### src/hdl/alt_pkg.sv
// Types and constants shared by the address lease table.
// No dependencies; imported by every module of the block.
package alt_pkg;

  localparam int               EXPIRY_W    = 31;
  localparam logic [30:0]      EXPIRY_RST  = 31'd15000;
  localparam int               COUNT_OUT_W = 6;

  typedef enum logic [2:0] {
    OP_ALLOC      = 3'd0,
    OP_ADDR_OF_ID = 3'd1,
    OP_ID_OF_ADDR = 3'd2,
    OP_RENEW      = 3'd3,
    OP_RELEASE    = 3'd4,
    OP_PRUNE      = 3'd5
  } alt_op_e;

  typedef enum logic [1:0] {
    ST_OK      = 2'd0,
    ST_MISSING = 2'd1,
    ST_FULL    = 2'd2
  } alt_status_e;

  typedef enum logic [1:0] {
    S_IDLE,
    S_SCAN,
    S_FINISH
  } alt_state_e;

  typedef struct packed {
    logic [2:0]  op;
    logic [7:0]  node_id;
    logic [15:0] address;
    logic [31:0] now_ms;
  } alt_in_t;

  typedef struct packed {
    logic [1:0]             status;
    logic [15:0]            value;
    logic [COUNT_OUT_W-1:0] entry_count;
  } alt_out_t;

  typedef struct packed {
    logic [7:0]  node;
    logic [15:0] address;
    logic [31:0] stamp;
  } alt_entry_t;

endpackage

### src/hdl/alt_lease_check.sv
// Expiry test for one table entry during prune.
// Depends on alt_pkg for the expiry width.
module alt_lease_check import alt_pkg::*; (
  input  logic [31:0]         now_i,
  input  logic [31:0]         stamp_i,
  input  logic [EXPIRY_W-1:0] expiry_i,
  output logic                keep_o
);

  logic [31:0] age;
  logic        young;

  // negative age (stamp ahead of now) always counts as young; keep_o also needs stamp below now
  assign age    = now_i - stamp_i;
  assign young  = age[31] | (age[30:0] < expiry_i);
  assign keep_o = young & (stamp_i < now_i);

endmodule

### src/hdl/address_lease_table.sv
// Address lease table: top level with sequencer and entry memory.
// Depends on alt_pkg and alt_lease_check.
//
//  channel   | direction | handshake            | beat
//  ----------+-----------+----------------------+-----------------------------
//  in        | input     | in_valid_i/in_stall_o   | alt_in_t  (op, id, addr, now)
//  out       | output    | out_valid_o/out_stall_i | alt_out_t (status, value, count)
//  cfg       | input     | cfg_we_i, no wait       | expiry_ms, 31 bits
//
// Accept to result: one read per valid entry, a drain step for the last read,
// a done step and the finish step, which waits while an earlier result is
// stalled; the next input beat is taken only once the item has finished.
// Reset clears the count and sets expiry_ms to 15000; no clearing pass.
// The result sits in an output register, so a stalled result does not block
// the next input beat; only a second finished result waits for it.
module address_lease_table import alt_pkg::*; #(
  parameter int CAPACITY = 32
) (
  input  logic                clk_i,
  input  logic                rst_ni,
  input  logic                in_valid_i,
  output logic                in_stall_o,
  input  alt_in_t             in_beat_i,
  output logic                out_valid_o,
  input  logic                out_stall_i,
  output alt_out_t            out_beat_o,
  input  logic                cfg_we_i,
  input  logic [EXPIRY_W-1:0] cfg_wdata_i
);

  localparam int IDX_W = (CAPACITY > 1) ? $clog2(CAPACITY) : 1;
  localparam int CNT_W = $clog2(CAPACITY + 1);
  localparam logic [CNT_W-1:0] CAP_CNT = CNT_W'(CAPACITY);

  // sequencer
  alt_state_e          state_q, state_d;
  alt_in_t             req_q;
  logic [EXPIRY_W-1:0] expiry_q;
  logic [CNT_W-1:0]    count_q;

  // scan pointers: rd_ptr issues reads, wr_ptr is the compaction target
  logic [CNT_W-1:0]    rd_ptr_q, wr_ptr_q;
  logic                rv_q;          // rd_data_q holds a fresh entry
  logic [IDX_W-1:0]    rv_idx_q;      // its index
  alt_entry_t          rd_data_q;

  // first match of the search key
  logic                found_q;
  alt_entry_t          hit_q;
  logic [IDX_W-1:0]    hit_idx_q;

  logic                out_valid_q;
  alt_out_t            out_q, out_d;

  logic                accept, mem_re, scan_done, finish_go;
  logic                key_hit, first_hit, keep, comp_wr;
  logic                mem_we;
  logic [IDX_W-1:0]    mem_waddr;
  alt_entry_t          mem_wdata;
  logic [CNT_W-1:0]    res_count;
  alt_status_e         res_status;
  logic [15:0]         res_value;
  logic [CNT_W+COUNT_OUT_W-1:0] cnt_ext;

  alt_entry_t mem [CAPACITY];

  // ---------------------------------------------------------------------
  // FSM
  // ---------------------------------------------------------------------
  always_comb begin
    state_d = state_q;
    case (state_q)
      S_IDLE: begin
        if (in_valid_i) state_d = S_SCAN;
      end
      S_SCAN: begin
        if (scan_done) state_d = S_FINISH;
      end
      S_FINISH: begin
        if (finish_go) state_d = S_IDLE;
      end
      default: state_d = S_IDLE;
    endcase
  end

  always_comb begin
    in_stall_o = (state_q != S_IDLE);
    accept     = in_valid_i && (state_q == S_IDLE);
    mem_re     = (state_q == S_SCAN) && (rd_ptr_q < count_q);
    scan_done  = (state_q == S_SCAN) && !mem_re && !rv_q;
    // finish only once the previous result has left the output register
    finish_go  = (state_q == S_FINISH) && !(out_valid_q && out_stall_i);
  end

  // ---------------------------------------------------------------------
  // Per-entry work on the read data
  // ---------------------------------------------------------------------
  alt_lease_check u_lease_check (
    .now_i    (req_q.now_ms),
    .stamp_i  (rd_data_q.stamp),
    .expiry_i (expiry_q),
    .keep_o   (keep)
  );

  always_comb begin
    key_hit = 1'b0;
    if (req_q.op inside {OP_ALLOC, OP_ADDR_OF_ID, OP_RENEW}) begin
      key_hit = (rd_data_q.node == req_q.node_id);
    end else if (req_q.op inside {OP_ID_OF_ADDR, OP_RELEASE}) begin
      key_hit = (rd_data_q.address == req_q.address);
    end
    first_hit = rv_q && key_hit && !found_q;
    // release drops only the first match; prune drops every entry failing the lease check
    comp_wr = rv_q && (((req_q.op == OP_RELEASE) && !first_hit) ||
                       ((req_q.op == OP_PRUNE) && keep));
  end

  // ---------------------------------------------------------------------
  // Result and final write
  // ---------------------------------------------------------------------
  always_comb begin
    res_count  = count_q;
    res_status = ST_OK;
    res_value  = '0;
    case (req_q.op)
      OP_ALLOC: begin
        if (!found_q) begin
          if (count_q != CAP_CNT) res_count = count_q + 1'b1;
          else                    res_status = ST_FULL;
        end
      end
      OP_ADDR_OF_ID: begin
        if (found_q) res_value = hit_q.address;
        else         res_status = ST_MISSING;
      end
      OP_ID_OF_ADDR: begin
        if (found_q) res_value = {8'b0, hit_q.node};
        else         res_status = ST_MISSING;
      end
      OP_RENEW: begin
        if (!found_q) res_status = ST_MISSING;
      end
      OP_RELEASE: begin
        if (found_q) res_count = count_q - 1'b1;
        else         res_status = ST_MISSING;
      end
      OP_PRUNE: begin
        res_count = wr_ptr_q;
      end
      default: ;
    endcase
    cnt_ext           = {{COUNT_OUT_W{1'b0}}, res_count};
    out_d.status      = res_status;
    out_d.value       = res_value;
    out_d.entry_count = cnt_ext[COUNT_OUT_W-1:0];
  end

  // Write port: compaction during the scan, one update or append at finish.
  // Writes never reach an index at or above the next read, so no forwarding.
  always_comb begin
    mem_we    = 1'b0;
    mem_waddr = wr_ptr_q[IDX_W-1:0];
    mem_wdata = rd_data_q;
    if ((state_q == S_SCAN) && comp_wr) begin
      mem_we = 1'b1;
    end else if (finish_go) begin
      case (req_q.op)
        OP_ALLOC: begin
          mem_wdata = '{node: req_q.node_id, address: req_q.address,
                        stamp: req_q.now_ms};
          if (found_q) begin
            mem_we    = 1'b1;
            mem_waddr = hit_idx_q;
          end else if (count_q != CAP_CNT) begin
            mem_we    = 1'b1;
            mem_waddr = count_q[IDX_W-1:0];
          end
        end
        OP_RENEW: begin
          mem_wdata = '{node: hit_q.node, address: hit_q.address,
                        stamp: req_q.now_ms};
          mem_we    = found_q;
          mem_waddr = hit_idx_q;
        end
        default: ;
      endcase
    end
  end

  // ---------------------------------------------------------------------
  // Entry memory, one write and one registered read port
  // ---------------------------------------------------------------------
  always_ff @(posedge clk_i) begin
    if (mem_we) mem[mem_waddr] <= mem_wdata;
    if (mem_re) rd_data_q <= mem[rd_ptr_q[IDX_W-1:0]];
  end

  // ---------------------------------------------------------------------
  // Control registers
  // ---------------------------------------------------------------------
  always_ff @(posedge clk_i or negedge rst_ni) begin
    if (!rst_ni) begin
      state_q     <= S_IDLE;
      expiry_q    <= EXPIRY_RST;
      count_q     <= '0;
      rd_ptr_q    <= '0;
      wr_ptr_q    <= '0;
      rv_q        <= 1'b0;
      found_q     <= 1'b0;
      out_valid_q <= 1'b0;
    end else begin
      state_q <= state_d;
      rv_q    <= mem_re;
      if (cfg_we_i) expiry_q <= cfg_wdata_i;
      if (accept) begin
        rd_ptr_q <= '0;
        wr_ptr_q <= '0;
        found_q  <= 1'b0;
      end else begin
        if (mem_re)    rd_ptr_q <= rd_ptr_q + 1'b1;
        if (comp_wr)   wr_ptr_q <= wr_ptr_q + 1'b1;
        if (first_hit) found_q  <= 1'b1;
      end
      if (finish_go)         count_q <= res_count;
      if (finish_go)         out_valid_q <= 1'b1;
      else if (!out_stall_i) out_valid_q <= 1'b0;
    end
  end

  // payload registers
  always_ff @(posedge clk_i) begin
    if (accept)    req_q    <= in_beat_i;
    if (mem_re)    rv_idx_q <= rd_ptr_q[IDX_W-1:0];
    if (first_hit) begin
      hit_q     <= rd_data_q;
      hit_idx_q <= rv_idx_q;
    end
    if (finish_go) out_q <= out_d;
  end

  assign out_valid_o = out_valid_q;
  assign out_beat_o  = out_q;

endmodule

### config.mk
export PLATFORM = sky130hd
export DESIGN_NAME = address_lease_table
export DESIGN_NICKNAME = d
export VERILOG_FILES = /design/src/hdl/alt_pkg.sv /design/src/hdl/alt_lease_check.sv /design/src/hdl/address_lease_table.sv
export SDC_FILE = /design/constraint.sdc
export NUM_CORES = 2
export LEC_CHECK = 0
export ABC_AREA = 1
export ABC_CLOCK_PERIOD_IN_PS = 8200
export BUFFER_PORTS_ARGS = -buffer_cell sky130_fd_sc_hd__buf_4
export CORE_ASPECT_RATIO = 1.25
export CORE_UTILIZATION = 50
export CTS_BUF_LIST = sky130_fd_sc_hd__clkbuf_16
export DETAILED_ROUTE_END_ITERATION = 7
export GPL_TIMING_DRIVEN = 1
export PLACE_DENSITY = 0.66
export SETUP_SLACK_MARGIN = 0.1
export SYNTH_ARGS = -nofsm -noshare
export SYNTH_HDL_FRONTEND = slang
export SYNTH_SLANG_ARGS = --single-unit
### constraint.sdc
create_clock -name clk_i -period 8.2 [get_ports clk_i]
set_input_delay 1.23 -clock clk_i [delete_from_list [all_inputs] [get_ports clk_i]]
set_output_delay 1.23 -clock clk_i [all_outputs]
set_load 0.05 [all_outputs]
==> flow_metrics.env <==
export IMPL_outcome="completed"
export IMPL_start_util_pct=50.37
export IMPL_ir_drop_mv=0.2461
export IMPL_die_h_um=453.2
export IMPL_max_slew_margin_pct=7.932
export IMPL_hpwl_um=125800
export IMPL_core_area_mm2=0.1616
export IMPL_yosys_warnings=0
export IMPL_fp_row_count=165
export IMPL_fin_setup_tns_ps=0
export IMPL_hold_class="reg -> reg"
export IMPL_syn_nets=6457
export IMPL_die_x_um=362.9
export IMPL_track_usage_pct=26.93
export IMPL_finalSetupViolations=0
export IMPL_seq_area_mm2=0.06038
export IMPL_startpoint_type="flip-flop"
export IMPL_path_class="reg -> reg"
export IMPL_grt_pass1_vias=50580
export IMPL_synthMostInstantiatedCell="edfxtp_1"
export IMPL_viasPerCell=6.094
export IMPL_grt_pass1_wl_um=329200
export IMPL_hold_buffers=0
export IMPL_cp_max_fo=32
export IMPL_netlist_area_leader_share_pct=72.47
export IMPL_cts_path_max_buffers=3
export IMPL_cts_root_buf="clkbuf_16"
export IMPL_synthToLayoutAreaGrowth_pct=11.65
export IMPL_grt_max_degree=220
export IMPL_routabilityCongestion=0.8551
export IMPL_drive_gt1_share_pct=9.525
export IMPL_worstReg2RegStart="rd_data_q[0]$_DFFE_PP_"
export IMPL_worstSkewPairLatency_ps=840
export IMPL_hold_start="rv_idx_q[1]$_DFFE_PP_"
export IMPL_htreeDepth=4
export IMPL_syn_area_per_cell_um2=12.94
export IMPL_antenna_found_initial=3
export IMPL_layout_cells_non_filler=8630
export IMPL_placed_cell_area_mm2=0.08514
export IMPL_rsz0062_at_grt="no"
export IMPL_ios=121
export IMPL_fillCellCount=12760
export IMPL_final_hold_violation_count=0
export IMPL_yosysSeqAreaShare_pct=74.14
export IMPL_vias=52590
export IMPL_cp_slowest_cell="nor2_4"
export IMPL_dp_cells=8301
export IMPL_io_buffer_count=120
export IMPL_timing_critical_path_mode_cell="nand2_1"
export IMPL_drv_slew=0
export IMPL_async_flop_share_pct=2.675
export IMPL_cp_end_kind="flip-flop"
export IMPL_cts_resized=0
export IMPL_crit_family="simple AND/OR/NAND/NOR gates"
export IMPL_final_min_clock_period_ps=6047
export IMPL_required_ps=8710
export IMPL_syn_instance_count=6290
export IMPL_max_slew_worst_pin_slew_ps=1378
export IMPL_ys_flop_type="edfxtp_1"
export IMPL_drc=0
export IMPL_synth_edff_count=1965
export IMPL_synth_area_leader_cell="edfxtp_1"
export IMPL_yosys_top_cells_count="edfxtp_1, o21ai_0, nor2_1"
export IMPL_drtIter0Drc=6844
export IMPL_netlist_area_mm2=0.08142
export IMPL_finClkSkew_ps=23.77
export IMPL_min_period_over_period_pct=73.74
export IMPL_fin_area_mm2=0.09090
export IMPL_ys_ff_latch=2019
export IMPL_post_drt_wl_per_cell_um=25.85
export IMPL_powerDensity_mw_per_mm2=318.1
export IMPL_die_area_mm2=0.1645
export IMPL_drv_cap=0
export IMPL_multi_input_area_mm2=0.01900
export IMPL_grt_remaining_overflow=0
export IMPL_critPathLaunch="rd_data_q[0]$_DFFE_PP_"
export IMPL_cts_sinks=2019
export IMPL_post_cts_buffers=0
export IMPL_fin_nets=6483
export IMPL_synthTopCellsByArea="edfxtp_1, o21ai_0, nor2_1, nand2_1, o22ai_1"
export IMPL_cts_buffers=184
export IMPL_cp_num_buf_inv=1
export IMPL_path_clk_slew_ps=60
export IMPL_antenna_left=0
export IMPL_arrival_ps=6550
export IMPL_drt_first_pass_iters=6
export IMPL_max_freq_mhz=165.4
export IMPL_synth_cell_types=52
export IMPL_leakagePower_nw=30.26
export IMPL_cts_tree="done"
export IMPL_cpPeakStageDelay_ps=1030
export IMPL_wl_um=223100
per-layer routing:
| metal | up-vias | global-route usage, % | wire length, um |
|---|---|---|---|
| met5 | - | 0 | 0 |
| met4 | 0 | 9.731 | 7683 |
| met3 | 408 | 4.627 | 20570 |
| met2 | 2621 | 43.74 | 107100 |
| met1 | 26220 | 36.58 | 87730 |
| li1 | 23340 | - | - |
path summary, 6_finish.rpt:
| check | end | slack, ps | depth (start not counted) |
|---|---|---|---|
| setup / recovery | mem[4][13]$_DFFE_PP_ | 2150 | 25 |
| hold / removal | hit_idx_q[1]$_DFFE_PP_ | 420 | 0 |
| setup reg to reg | mem[4][13]$_DFFE_PP_ | 2150 | 25 |
| hold reg to reg | hit_idx_q[1]$_DFFE_PP_ | 420 | 0 |
| max in group asynchronous | rd_ptr_q[0]$_DFFE_PN0P_ | 7080 | 1 |
| min in group asynchronous | out_valid_o$_DFFE_PN0P_ | 500 | 1 |
worst register-to-register path, cell delays in order (launching register included):
cell	delay, ps
edfxtp_1	390
ha_1	220
fa_1	420
o21ai_2	270
nand2_2	80
nand2_2	130
nand2_1	70
nand2_1	90
a21oi_1	120
o21bai_1	280
a21oi_1	130
xnor2_1	150
ha_1	290
nand2_1	90
o21bai_1	110
nand3_1	110
a21oi_1	130
nand2_1	60
nand3_1	90
nand2_1	350
nand2_4	230
nand2_4	80
nand2_8	120
nand3_4	220
nor2_4	1030
buf_4	450
metrics by stage:
stage | hold slack [ps] | utilization, % | setup slack (ps) | total power [W]
after floorplan | 400.3 | - | 2189 | 0.01784
after global placement | 402.5 | 52.67 | 2200 | 0.02064
after detailed placement | 404.5 | 52.67 | 2074 | 0.02074
after CTS | 419.4 | 56.23 | 2077 | 0.02894
after global routing | 426.3 | 56.23 | 1846 | 0.03006
final | 420.4 | 56.24 | 2153 | 0.02891
cells by family (layout without fill, tap and decap cells):
family | count (synthesis) | after routing | synth area share (%)
buffers and inverters | 657 | 824 | 3.121
and+or+nand+nor | 1765 | 1765 | 8.807
other | 0 | 2 | 0
AOI/OAI and AO/OA | 1725 | 1725 | 12.25
muxes | 1 | 1 | 0.01383
xor gates and xnor gates | 51 | 51 | 0.5486
DFF | 2019 | 2019 | 74.14
adders and majority gates | 72 | 72 | 1.116
final cells by class:
class                      instances  share of cell area [%]
clock buffer                     185                   5.093
tap                             2171                   2.988
clock inverter                   142                   1.241
timing repair buffer             241                   2.238
sequential                      2019                   66.42
antenna                            2                0.005506
inverter                         256                   1.109
multi-input combinational       3614                   20.90
power breakdown:
part / switching, W / internal, W / total [W]
logic: 0.00567 / 0.00193 / 0.00760
clock network: 0.00375 / 0.00455 / 0.00829
registers: 0.000196 / 0.0128 / 0.0130
registers in the layout, indices dropped and copies added, names as in the netlist, 2 cells and up:
register / cells
out_beat_o: 24
rd_data_q: 56
hit_q: 24
hit_idx_q: 5
count_q: 6
rv_idx_q: 5
wr_ptr_q: 6
expiry_q: 31
state_q: 2
req_q: 59
mem: 1792
rd_ptr_q: 6
cell usage in the layout (no fill, tap or decap), types with 6 or more instances in the layout:
master     count
nand3_1      144
o211ai_1      60
nor2_2         6
nor2_1       971
o22ai_1      293
inv_6         12
inv_1        286
o21ai_1       81
dfrtp_1       43
a21oi_1       59
o21ai_0      977
xnor2_1       22
inv_2          8
clkinv_2      20
clkinv_1      38
buf_12        18
nand4_1       64
nand2_2       14
o21bai_1       7
o21ai_2       13
a22o_1        14
nor3_1         8
ha_1          71
nor2_4        34
dfstp_2        7
o32ai_1        8
bufinv_16     14
clkbuf_16    185
buf_4        223
xor2_1        29
o221ai_1     167
edfxtp_1    1965
nand2_1      503
clkinv_8       6
a31oi_1        6
o21ai_4       18
No activity file was read; power rests on OpenSTA's default activity.
